[config.mk]
export PLATFORM = sky130hd
export DESIGN_NAME = mah_hyst
export DESIGN_NICKNAME = d
export VERILOG_FILES = /design/src/sv/mah_pkg.sv /design/src/sv/mah_hyst.sv
export SDC_FILE = /design/constraint.sdc
export NUM_CORES = 1
export LEC_CHECK = 0
export BUFFER_PORTS_ARGS = -buffer_cell sky130_fd_sc_hd__buf_2
export CAP_MARGIN = 40
export CORE_AREA = 5 5 42 44
export DETAILED_ROUTE_END_ITERATION = 7
export DIE_AREA = 0 0 47 49
export PLACE_DENSITY = 0.75
export SLEW_MARGIN = 20
export SYNTH_ARGS = -nofsm -noshare
export SYNTH_HDL_FRONTEND = slang
export SYNTH_SLANG_ARGS = --single-unit
[constraint.sdc]
create_clock -name clk -period 2.75 [get_ports clk]
set_clock_uncertainty 0.1 [all_clocks]
set_input_delay 0.4125 -clock clk [delete_from_list [all_inputs] [get_ports clk]]
set_output_delay 0.4125 -clock clk [all_outputs]
set_load 0.05 [all_outputs]
[src/sv/mah_pkg.sv]
// ----------------------------------------------------------------------------
// mah_pkg
// Shared widths, depths and register indexes for the moving average block.
// ----------------------------------------------------------------------------
package mah_pkg;

    localparam int AVG_LEN_LOG2 = 3;
    localparam int RING_DEPTH   = 1 << AVG_LEN_LOG2;
    localparam int SAMPLE_W     = 10;
    localparam int SUM_W        = SAMPLE_W + AVG_LEN_LOG2;
    localparam int CFG_IDX_W    = 1;
    localparam int CFG_DATA_W   = 10;

    typedef logic [SAMPLE_W-1:0]     sample_t;
    typedef logic [SUM_W-1:0]        sum_t;
    typedef logic [AVG_LEN_LOG2-1:0] ptr_t;
    typedef logic [CFG_IDX_W-1:0]    cfg_idx_t;

    localparam cfg_idx_t REG_THRESHOLD_LOW  = 1'd0;
    localparam cfg_idx_t REG_THRESHOLD_HIGH = 1'd1;

    localparam sample_t THRESHOLD_LOW_RST  = 10'd0;
    localparam sample_t THRESHOLD_HIGH_RST = 10'd1023;

endpackage

[src/sv/mah_hyst.sv]
// ----------------------------------------------------------------------------
// mah_hyst
// Force flag with hysteresis between a low and a high threshold.
// ----------------------------------------------------------------------------
module mah_hyst
    import mah_pkg::*;
(
    input  logic    clk,
    input  logic    rst_n,
    input  logic    step_en,
    input  sample_t average,
    input  sample_t thr_low,
    input  sample_t thr_high,
    output logic    force_next
);

    logic force_reg;

    always_comb
    begin
        force_next = force_reg;
        if (force_reg && (average < thr_low))
        begin
            force_next = 1'b0;
        end
        else if (!force_reg && (average > thr_high))
        begin
            force_next = 1'b1;
        end
    end

    always_ff @(posedge clk or negedge rst_n)
    begin
        if (!rst_n)
        begin
            force_reg <= 1'b0;
        end
        else if (step_en)
        begin
            force_reg <= force_next;
        end
    end

endmodule

==> run_results.csv <==
group,metric,value,unit
run_status,status,"completed",
worst_setup_path,critPathKind,"in2out",
route,vias_per_cell,4.66,
timing,slew_violations,0,
logic_synthesis,ys_types,22,
route,postRouteWirelength,1.15,mm
worst_setup_path,crit_start,"average[5]",
clock_tree,post_cts_resize_count,0,
floorplan,initial_core_util,0.382,
grt,grt_max_degree,5,
floorplan,core,0.00140,sq mm
route,ant_nets,0,
timing,setup_viol,0,
cells_and_area,syn_to_final_growth,34.6,%
route,drt_iter0_drc,1,
clock_tree,clkTransAtPathRegs,0,ps
logic_synthesis,syn-cell-area,536,sq um
power_and_ir_drop,p_per_area,207,mW/mm^2
timing,worstMarginPinSlew,250,ps
route,route.detailed.drc,0,
worst_setup_path,cp.arrival,1870,ps
placed_design,place_hpwl,1.14,mm
floorplan,die_area,0.00230,sq mm
clock_tree,post_cts_buffers,0,
floorplan,die_h,49,um
worst_setup_path,r2r-end,"force_reg$_DFFE_PN0P_",
placed_design,portBuffers,33,
timing,holdWs,87.3,ps
grt,overflow,0,
timing,hold_viol,0,
route,via_count,545,
power_and_ir_drop,vdd_drop_max,182,uV
logic_synthesis,ys_ff_latch,1,
route,wl_per_cell,9.83,um
hold_path,hold_path_class,"in2async",
timing,relSlewSlack,0.835,
floorplan,die_x,47,um
cells_and_area,layout.nets,155,
timing,fin_crit,2380,ps
logic_synthesis,syn_inst,68,
route,dr.pass1.iters,3,
logic_synthesis,yosysWarnings,0,
cells_and_area,final_common_cell,"buf_2",
run,maxCapViolCount,0,
clock_tree,postCtsHoldBufs,0,
power_and_ir_drop,p_leak,0.463,nW
worst_setup_path,reg2reg_slack,1510,ps
grt,antenna_found_initial,0,
grt,grt_first_pass_wirelength,1.83,mm
grt,first_global_vias,491,
timing,setup_tns,0,ps
logic_synthesis,avgSynthCellArea,7.88,sq um
placed_design,gp_congestion,0.808,
floorplan,ios,34,
worst_setup_path,crit_fanout,3,
cells_and_area,drive_above_1_share,0.366,
timing,min_period_over_period,0.865,
worst_setup_path,critPathCapture,"force_next",
worst_setup_path,reg2regPathDepth,4,
worst_setup_path,cp-end-kind,"output port",
worst_setup_path,cp.required,2240,ps
timing,rsz0062_at_grt,"no",
floorplan,rows,14,
cells_and_area,final_cell_mix,"buf_2 (33), inv_1 (19), ha_1 (19)",
cells_and_area,diodes,0,
cells_and_area,largest_reg_flops,1,
timing,max_freq,420,MHz
clock_tree,clk_latency,0,ps
worst_setup_path,r2r_start,"force_reg$_DFFE_PN0P_",
cells_and_area,final_core_util,0.514,
worst_setup_path,critPathLaunchType,"input pin",
logic_synthesis,seq_area_frac_synth,0.0467,
grt,grt_util_all_layers,0.0977,
logic_synthesis,syn-num-nets,120,
-- cells in the mapped netlist --
| library cell | instances | share of area |
|---|---|---|
| o21ai_1 | 1 | 0.0093 |
| nor2b_1 | 1 | 0.012 |
| nor2_1 | 3 | 0.021 |
| a221oi_2 | 1 | 0.028 |
| mux2_2 | 1 | 0.021 |
| a211oi_1 | 2 | 0.028 |
| inv_1 | 19 | 0.13 |
| nand3_1 | 1 | 0.0093 |
| dfrtp_1 | 1 | 0.047 |
| nand2_1 | 2 | 0.014 |
| nand2b_1 | 2 | 0.023 |
| o21ai_0 | 1 | 0.0093 |
| o2111a_1 | 1 | 0.021 |
| o22ai_1 | 1 | 0.012 |
| a211o_1 | 1 | 0.016 |
| nand4_1 | 2 | 0.023 |
| o211ai_2 | 2 | 0.047 |
| o211ai_1 | 1 | 0.014 |
| ha_1 | 19 | 0.44 |
| and4_1 | 1 | 0.016 |
| a21oi_1 | 4 | 0.037 |
| a21o_1 | 1 | 0.014 |
-- where the power goes --
| group | switching [mW] | total, mW | internal [mW] |
|---|---|---|---|
| Clock | 0 | 0 | 0 |
| Combinational | 0.0687 | 0.127 | 0.0582 |
| Sequential | 0.00360 | 0.0225 | 0.0189 |
| Total | 0.0723 | 0.149 | 0.0772 |
-- layer usage --
metal / vias up / global-route usage / wire length, um
met5: - / 0 / 0
li1: 306 / - / -
met2: 16 / 0.167 / 556
met3: 0 / 0.00738 / 88
met1: 223 / 0.138 / 505
met4: 0 / 0 / 0
-- final cells by class --
cell class / instances / area (sq um)
inverters: 19 / 71.3
repair buffers: 33 / 165
well taps: 16 / 20.0
flip-flops and latches: 1 / 25.0
multi-input cells: 48 / 439
fillers: 144 / 681
-- kinds of logic (layout without fill, tap and decap cells) --
family,count (synthesis),after routing,share of synthesized area
and+or+nand+nor,12,12,0.119
buffers and inverters,19,52,0.133
muxes,1,1,0.0210
DFF,1,1,0.0467
adders and majority gates,19,19,0.444
AOI/OAI and AO/OA,16,16,0.236
-- how the worst min path moves through the flow --
stage	startpoint	to	slack, ps	cells past startpoint
5_1_grt	rst_n	force_reg$_DFFE_PN0P_	90	1
4_1_cts	rst_n	force_reg$_DFFE_PN0P_	90	1
3_3_place_gp	rst_n	force_reg$_DFFE_PN0P_	90	1
3_5_place_dp	rst_n	force_reg$_DFFE_PN0P_	90	1
2_1_floorplan	rst_n	force_reg$_DFFE_PN0P_	20	0
6_report	rst_n	force_reg$_DFFE_PN0P_	90	1
-- per-stage QoR --
stage | total power, mW | setup WS [ps] | cells | instance area (sq um)
2_1_floorplan | 0.107 | 361 | 68 | 536
3_3_place_gp | 0.149 | 389 | 117 | 721
3_5_place_dp | 0.150 | 383 | 117 | 721
4_1_cts | 0.151 | 383 | 117 | 721
5_1_grt | 0.168 | 304 | 117 | 721
6_report | 0.149 | 370 | 117 | 721
-- critical path, cell delays in order --
cell	delay (ps)
buf_2	110
ha_1	310
and4_1	220
nand3_1	80
mux2_2	260
o22ai_1	190
nor2_1	70
buf_2	210
Note: power is estimated with default switching activity, not from simulation.
