**src/sv/mah_pkg.sv**
```systemverilog
// ----------------------------------------------------------------------------
// mah_pkg
// Shared widths, depths and register indexes for the moving average block.
// ----------------------------------------------------------------------------
package mah_pkg;

    localparam int AVG_LEN_LOG2 = 3;
    localparam int RING_DEPTH   = 1 << AVG_LEN_LOG2;
    localparam int SAMPLE_W     = 10;
    localparam int SUM_W        = SAMPLE_W + AVG_LEN_LOG2;
    localparam int CFG_IDX_W    = 1;
    localparam int CFG_DATA_W   = 10;

    typedef logic [SAMPLE_W-1:0]     sample_t;
    typedef logic [SUM_W-1:0]        sum_t;
    typedef logic [AVG_LEN_LOG2-1:0] ptr_t;
    typedef logic [CFG_IDX_W-1:0]    cfg_idx_t;

    localparam cfg_idx_t REG_THRESHOLD_LOW  = 1'd0;
    localparam cfg_idx_t REG_THRESHOLD_HIGH = 1'd1;

    localparam sample_t THRESHOLD_LOW_RST  = 10'd0;
    localparam sample_t THRESHOLD_HIGH_RST = 10'd1023;

endpackage

```
**src/sv/mah_ring_avg.sv**
```systemverilog
// ----------------------------------------------------------------------------
// mah_ring_avg
// Sample ring, write pointer and running sum; gives the updated average.
// ----------------------------------------------------------------------------
module mah_ring_avg
    import mah_pkg::*;
(
    input  logic    clk,
    input  logic    rst_n,
    input  logic    step_en,
    input  sample_t sample,
    output sample_t average
);

    sample_t ring_reg [RING_DEPTH];
    ptr_t    ptr_reg;
    sum_t    sum_reg;
    sum_t    sum_next;

    // add the new sample, drop the one it overwrites
    assign sum_next = sum_reg + sum_t'(sample) - sum_t'(ring_reg[ptr_reg]);
    assign average  = sum_next[SUM_W-1:AVG_LEN_LOG2];

    always_ff @(posedge clk or negedge rst_n)
    begin
        if (!rst_n)
        begin
            for (int i = 0; i < RING_DEPTH; i++)
            begin
                ring_reg[i] <= '0;
            end
            ptr_reg <= '0;
            sum_reg <= '0;
        end
        else if (step_en)
        begin
            ring_reg[ptr_reg] <= sample;
            ptr_reg           <= ptr_reg + ptr_t'(1);
            sum_reg           <= sum_next;
        end
    end

endmodule

```
**config.mk**
```make
export PLATFORM = sky130hd
export DESIGN_NAME = mah_ring_avg
export DESIGN_NICKNAME = d
export VERILOG_FILES = /design/src/sv/mah_pkg.sv /design/src/sv/mah_ring_avg.sv
export SDC_FILE = /design/constraint.sdc
export NUM_CORES = 1
export LEC_CHECK = 0
export ABC_AREA = 1
export BUFFER_PORTS_ARGS = -buffer_cell sky130_fd_sc_hd__clkbuf_2
export CORE_UTILIZATION = 35
export CTS_BUF_LIST = sky130_fd_sc_hd__clkbuf_16
export DETAILED_ROUTE_END_ITERATION = 8
export PLACE_DENSITY = 0.5
export SLEW_MARGIN = 40
export SYNTH_ARGS = -nofsm -noshare
export SYNTH_HDL_FRONTEND = slang
export SYNTH_SLANG_ARGS = --single-unit
```
**constraint.sdc**
```tcl
create_clock -name clk -period 3.5 [get_ports clk]
set_input_delay 0.525 -clock clk [delete_from_list [all_inputs] [get_ports clk]]
set_output_delay 0.525 -clock clk [all_outputs]
set_load 0.01 [all_outputs]
```
==> impl_metrics.csv <==
group,metric,value,unit
cells_and_area,diodes,0,
sta,fin_setup_tns,-1420,ps
synth,seq_area_frac_synth,45.6,%
worst_setup_path,slowest_delay,540,ps
die,start_util,36.1,%
synth,yosysWarnings,0,
route,ant_nets,0,
cells_and_area,drive_above_1_share,24.4,%
worst_setup_path,worst_ep_arrival_time,3170,ps
sta,whs,185,ps
sta,period_share,106,%
cells_and_area,largest_register_ffs,80,
grt,grt_pass1_wl,23.6,mm
cells_and_area,final_nets,725,
sta,max_freq,0.270,GHz
outcome,status,"complete, but fails checks",
synth,ys_seq_elements,96,
sta,slew_headroom,47.5,%
die,coreArea,14600,um^2
clock_tree,cts_tree,"yes",
worst_setup_path,r2r_setup_slack,450,ps
placed_design,io_buffer_count,22,
grt,grt-ovfl-total,0,
route,drc_errors,0,
worst_setup_path,end_kind,"primary output",
worst_setup_path,critical_path.startpoint_type,"flop",
worst_setup_path,reg2reg_to,"sum_reg[10]",
synth,synthCells,647,
grt,grt_max_degree,66,
synth,synthSimpleGateAreaFrac,18.9,%
synth,synth_top_family_by_area,"simple AND/OR/NAND/NOR gates",
outcome,violations,"negative setup slack",
synth,syn_nets,684,
sta,tightestPinTransition,786,ps
clock_tree,cts_buffer_depth,2,
synth,syn_area_per_cell,8.13,um^2
die,ios,23,
worst_setup_path,cp_cell_sequence,"inv_6 -> buf_12 -> o21a_1 -> o21ai_1 -> o2111ai_2 -> fa_1 -> inv_2 -> ha_4 -> nand2_1 -> nand2_1 -> nand2_1 -> nand2_2 -> nand2_2 -> nand3_1 -> nand2_1 -> and2_1 -> clkbuf_2",
route,dr.pass1.iters,5,
route,vias,4390,
synth,synth_mux_area_share,0,%
grt,grt_usage,19.6,%
cells_and_area,area_growth_syn_to_layout,23.8,%
worst_setup_path,crit_type,"reg -> out",
worst_setup_path,r2r-start,"ptr_reg[1]",
sta,hold_violations,0,
worst_setup_path,cp.required,2970,ps
route,via_per_inst,5.01,
job,cap_violations,0,
grt,grt_antenna_before_repair,0,
cells_and_area,fillCellCount,1431,
synth,synth_cell_types,29,
grt,first_global_vias,4398,
clock_tree,clk_latency,350,ps
die,rows,44,
route,wl_per_cell,16.3,um
die,die_y,125,um
sta,fin_skew,8.60,ps
worst_setup_path,crit_fanout,9,
route,routed_wl,14.3,mm
clock_tree,holdBufCountCts,0,
worst_setup_path,crit_top_cell,"nand2_1",
synth,syn_area,5260,um^2
sta,finalSetupViolations,10,
clock_tree,cts_num_sinks,96,
sta,finalMaxSlewViolations,0,
clock_tree,htreeDepth,3,
placed_design,dp_hpwl,9.59,mm
placed_design,place_congestion,0.807,
route,drt_first_iter_violations,267,
die,die_w,125,um
clock_tree,cts_buffers,9,
min_path,hp-class,"in -> async",
die,die_area,15500,um^2
synth,synth_xor_area_share,1.45,%
clock_tree,root_buffer,"clkbuf_16",
sta,min_period,3700,ps
sta,fin_ws,-200,ps
worst_setup_path,worst-r2r-cell-count,20,
sta,rsz0062_at_grt,"yes",
synth,synthAdderAreaFrac,7.13,%
worst_setup_path,slowest_stage,"fa_1",
synth,synth_compound_area_share,16.8,%
clock_tree,path_clk_slew,70,ps
## worst max-delay path: cells and delay by family, from the launching register on
family,cells,cell delay [ps]
simple gates,8,650
fa+ha+maj,2,830
flops,1,460
buf+inv,4,400
compound gates,3,460
## worst max path at each step
stage,startpoint,end,slack [ps],cells past startpoint
after floorplan,ptr_reg[0],average[3],140,14
after global placement,ptr_reg[1],average[8],-50,18
after detailed placement,ptr_reg[1],average[6],-50,18
after CTS,ptr_reg[0],average[7],-240,15
after global routing,ptr_reg[1],average[9],-370,18
final,ptr_reg[0],average[8],-200,17
## through the flow
stage / utilization, % / cell area (um^2) / instances / setup WS [ps]
floorplan: - / 5260 / 647 / 136
global placement: 39.4 / 5740 / 852 / -51.2
detailed placement: 39.4 / 5750 / 852 / -51.5
CTS: 44.2 / 6440 / 874 / -237
global route: 44.7 / 6520 / 876 / -370
finish: 44.7 / 6520 / 876 / -200
## cells in the mapped netlist
master | number | area share, %
nand2_1 | 176 | 13
o21ai_0 | 107 | 10
dfrtp_1 | 96 | 46
inv_1 | 80 | 5.7
nor2_1 | 24 | 1.7
nand3_1 | 17 | 1.6
o21a_1 | 16 | 2.3
buf_2 | 15 | 1.4
ha_1 | 14 | 3.3
buf_4 | 13 | 1.9
clkbuf_1 | 11 | 0.78
fa_1 | 10 | 3.8
o211ai_1 | 9 | 1.3
o2111ai_1 | 8 | 1.3
o21ai_1 | 7 | 0.67
a21oi_1 | 6 | 0.57
and2_1 | 6 | 0.71
nand2_2 | 5 | 0.59
xor2_1 | 5 | 0.83
nand4_1 | 4 | 0.48
inv_2 | 3 | 0.21
nor2_2 | 3 | 0.36
a211oi_1 | 2 | 0.29
nand3_2 | 2 | 0.38
o22ai_1 | 2 | 0.24
or2_1 | 2 | 0.24
xor2_2 | 2 | 0.62
clkbuf_2 | 1 | 0.095
nor2_4 | 1 | 0.21
## metal layers
metal / up-vias / track usage (%) / routed length (um)
met1: 2135 / 25.8 / 6750
met3: 27 / 2.71 / 331
met5: - / 0 / 0
met2: 74 / 32.0 / 6830
met4: 0 / 8.29 / 400
li1: 2154 / - / -
## area by class of cell
| cell class | instances | area (um^2) | area share (%) |
|---|---|---|---|
| clock inverters | 6 | 91.3 | 1.40 |
| multi-input cells | 428 | 2670 | 40.9 |
| clock buffers | 9 | 225 | 3.46 |
| flip-flops and latches | 96 | 2400 | 36.9 |
| repair buffers | 70 | 578 | 8.87 |
| well taps | 184 | 230 | 3.53 |
| inverters | 83 | 322 | 4.94 |
## timing repair
| item | in CTS | in global routing |
|---|---|---|
| buffers inserted | 5 | 3 |
| endpoints found under the setup margin | 10 | 10 |
| pin swaps | 21 | 21 |
| gates resized for setup | 68 | 41 |
| cloned | 2 | 0 |
## cells by family (layout without fill, tap and decap cells)
kind of cell,after synthesis,in the layout
buf+inv,123,168
fa+ha+maj,24,24
simple gates,240,240
compound gates,157,157
flops,96,96
xor+xnor,7,7
## cell usage in the layout (no fill, tap or decap), types with 3 or more instances in the layout
cell type and n:
a21oi_1 4, and2_1 5, buf_12 5, buf_2 4, buf_4 37, buf_6 6
clkbuf_16 9, clkbuf_2 17, dfrtp_1 95, fa_1 9, ha_1 4, ha_4 9
inv_1 70, inv_2 10, inv_6 4, nand2_1 160, nand2_2 18, nand2_4 3
nand3_1 10, nand3_2 7, nand4_1 4, nor2_1 17, nor2_2 7, nor2_4 4
o2111ai_2 6, o211ai_1 9, o21a_1 16, o21ai_0 90, o21ai_1 20, o21ai_2 4
xor2_1 4, xor2_2 3
Power is not shown: default switching activity piles up to over one toggle a cycle in this logic, so the estimate is an artifact.
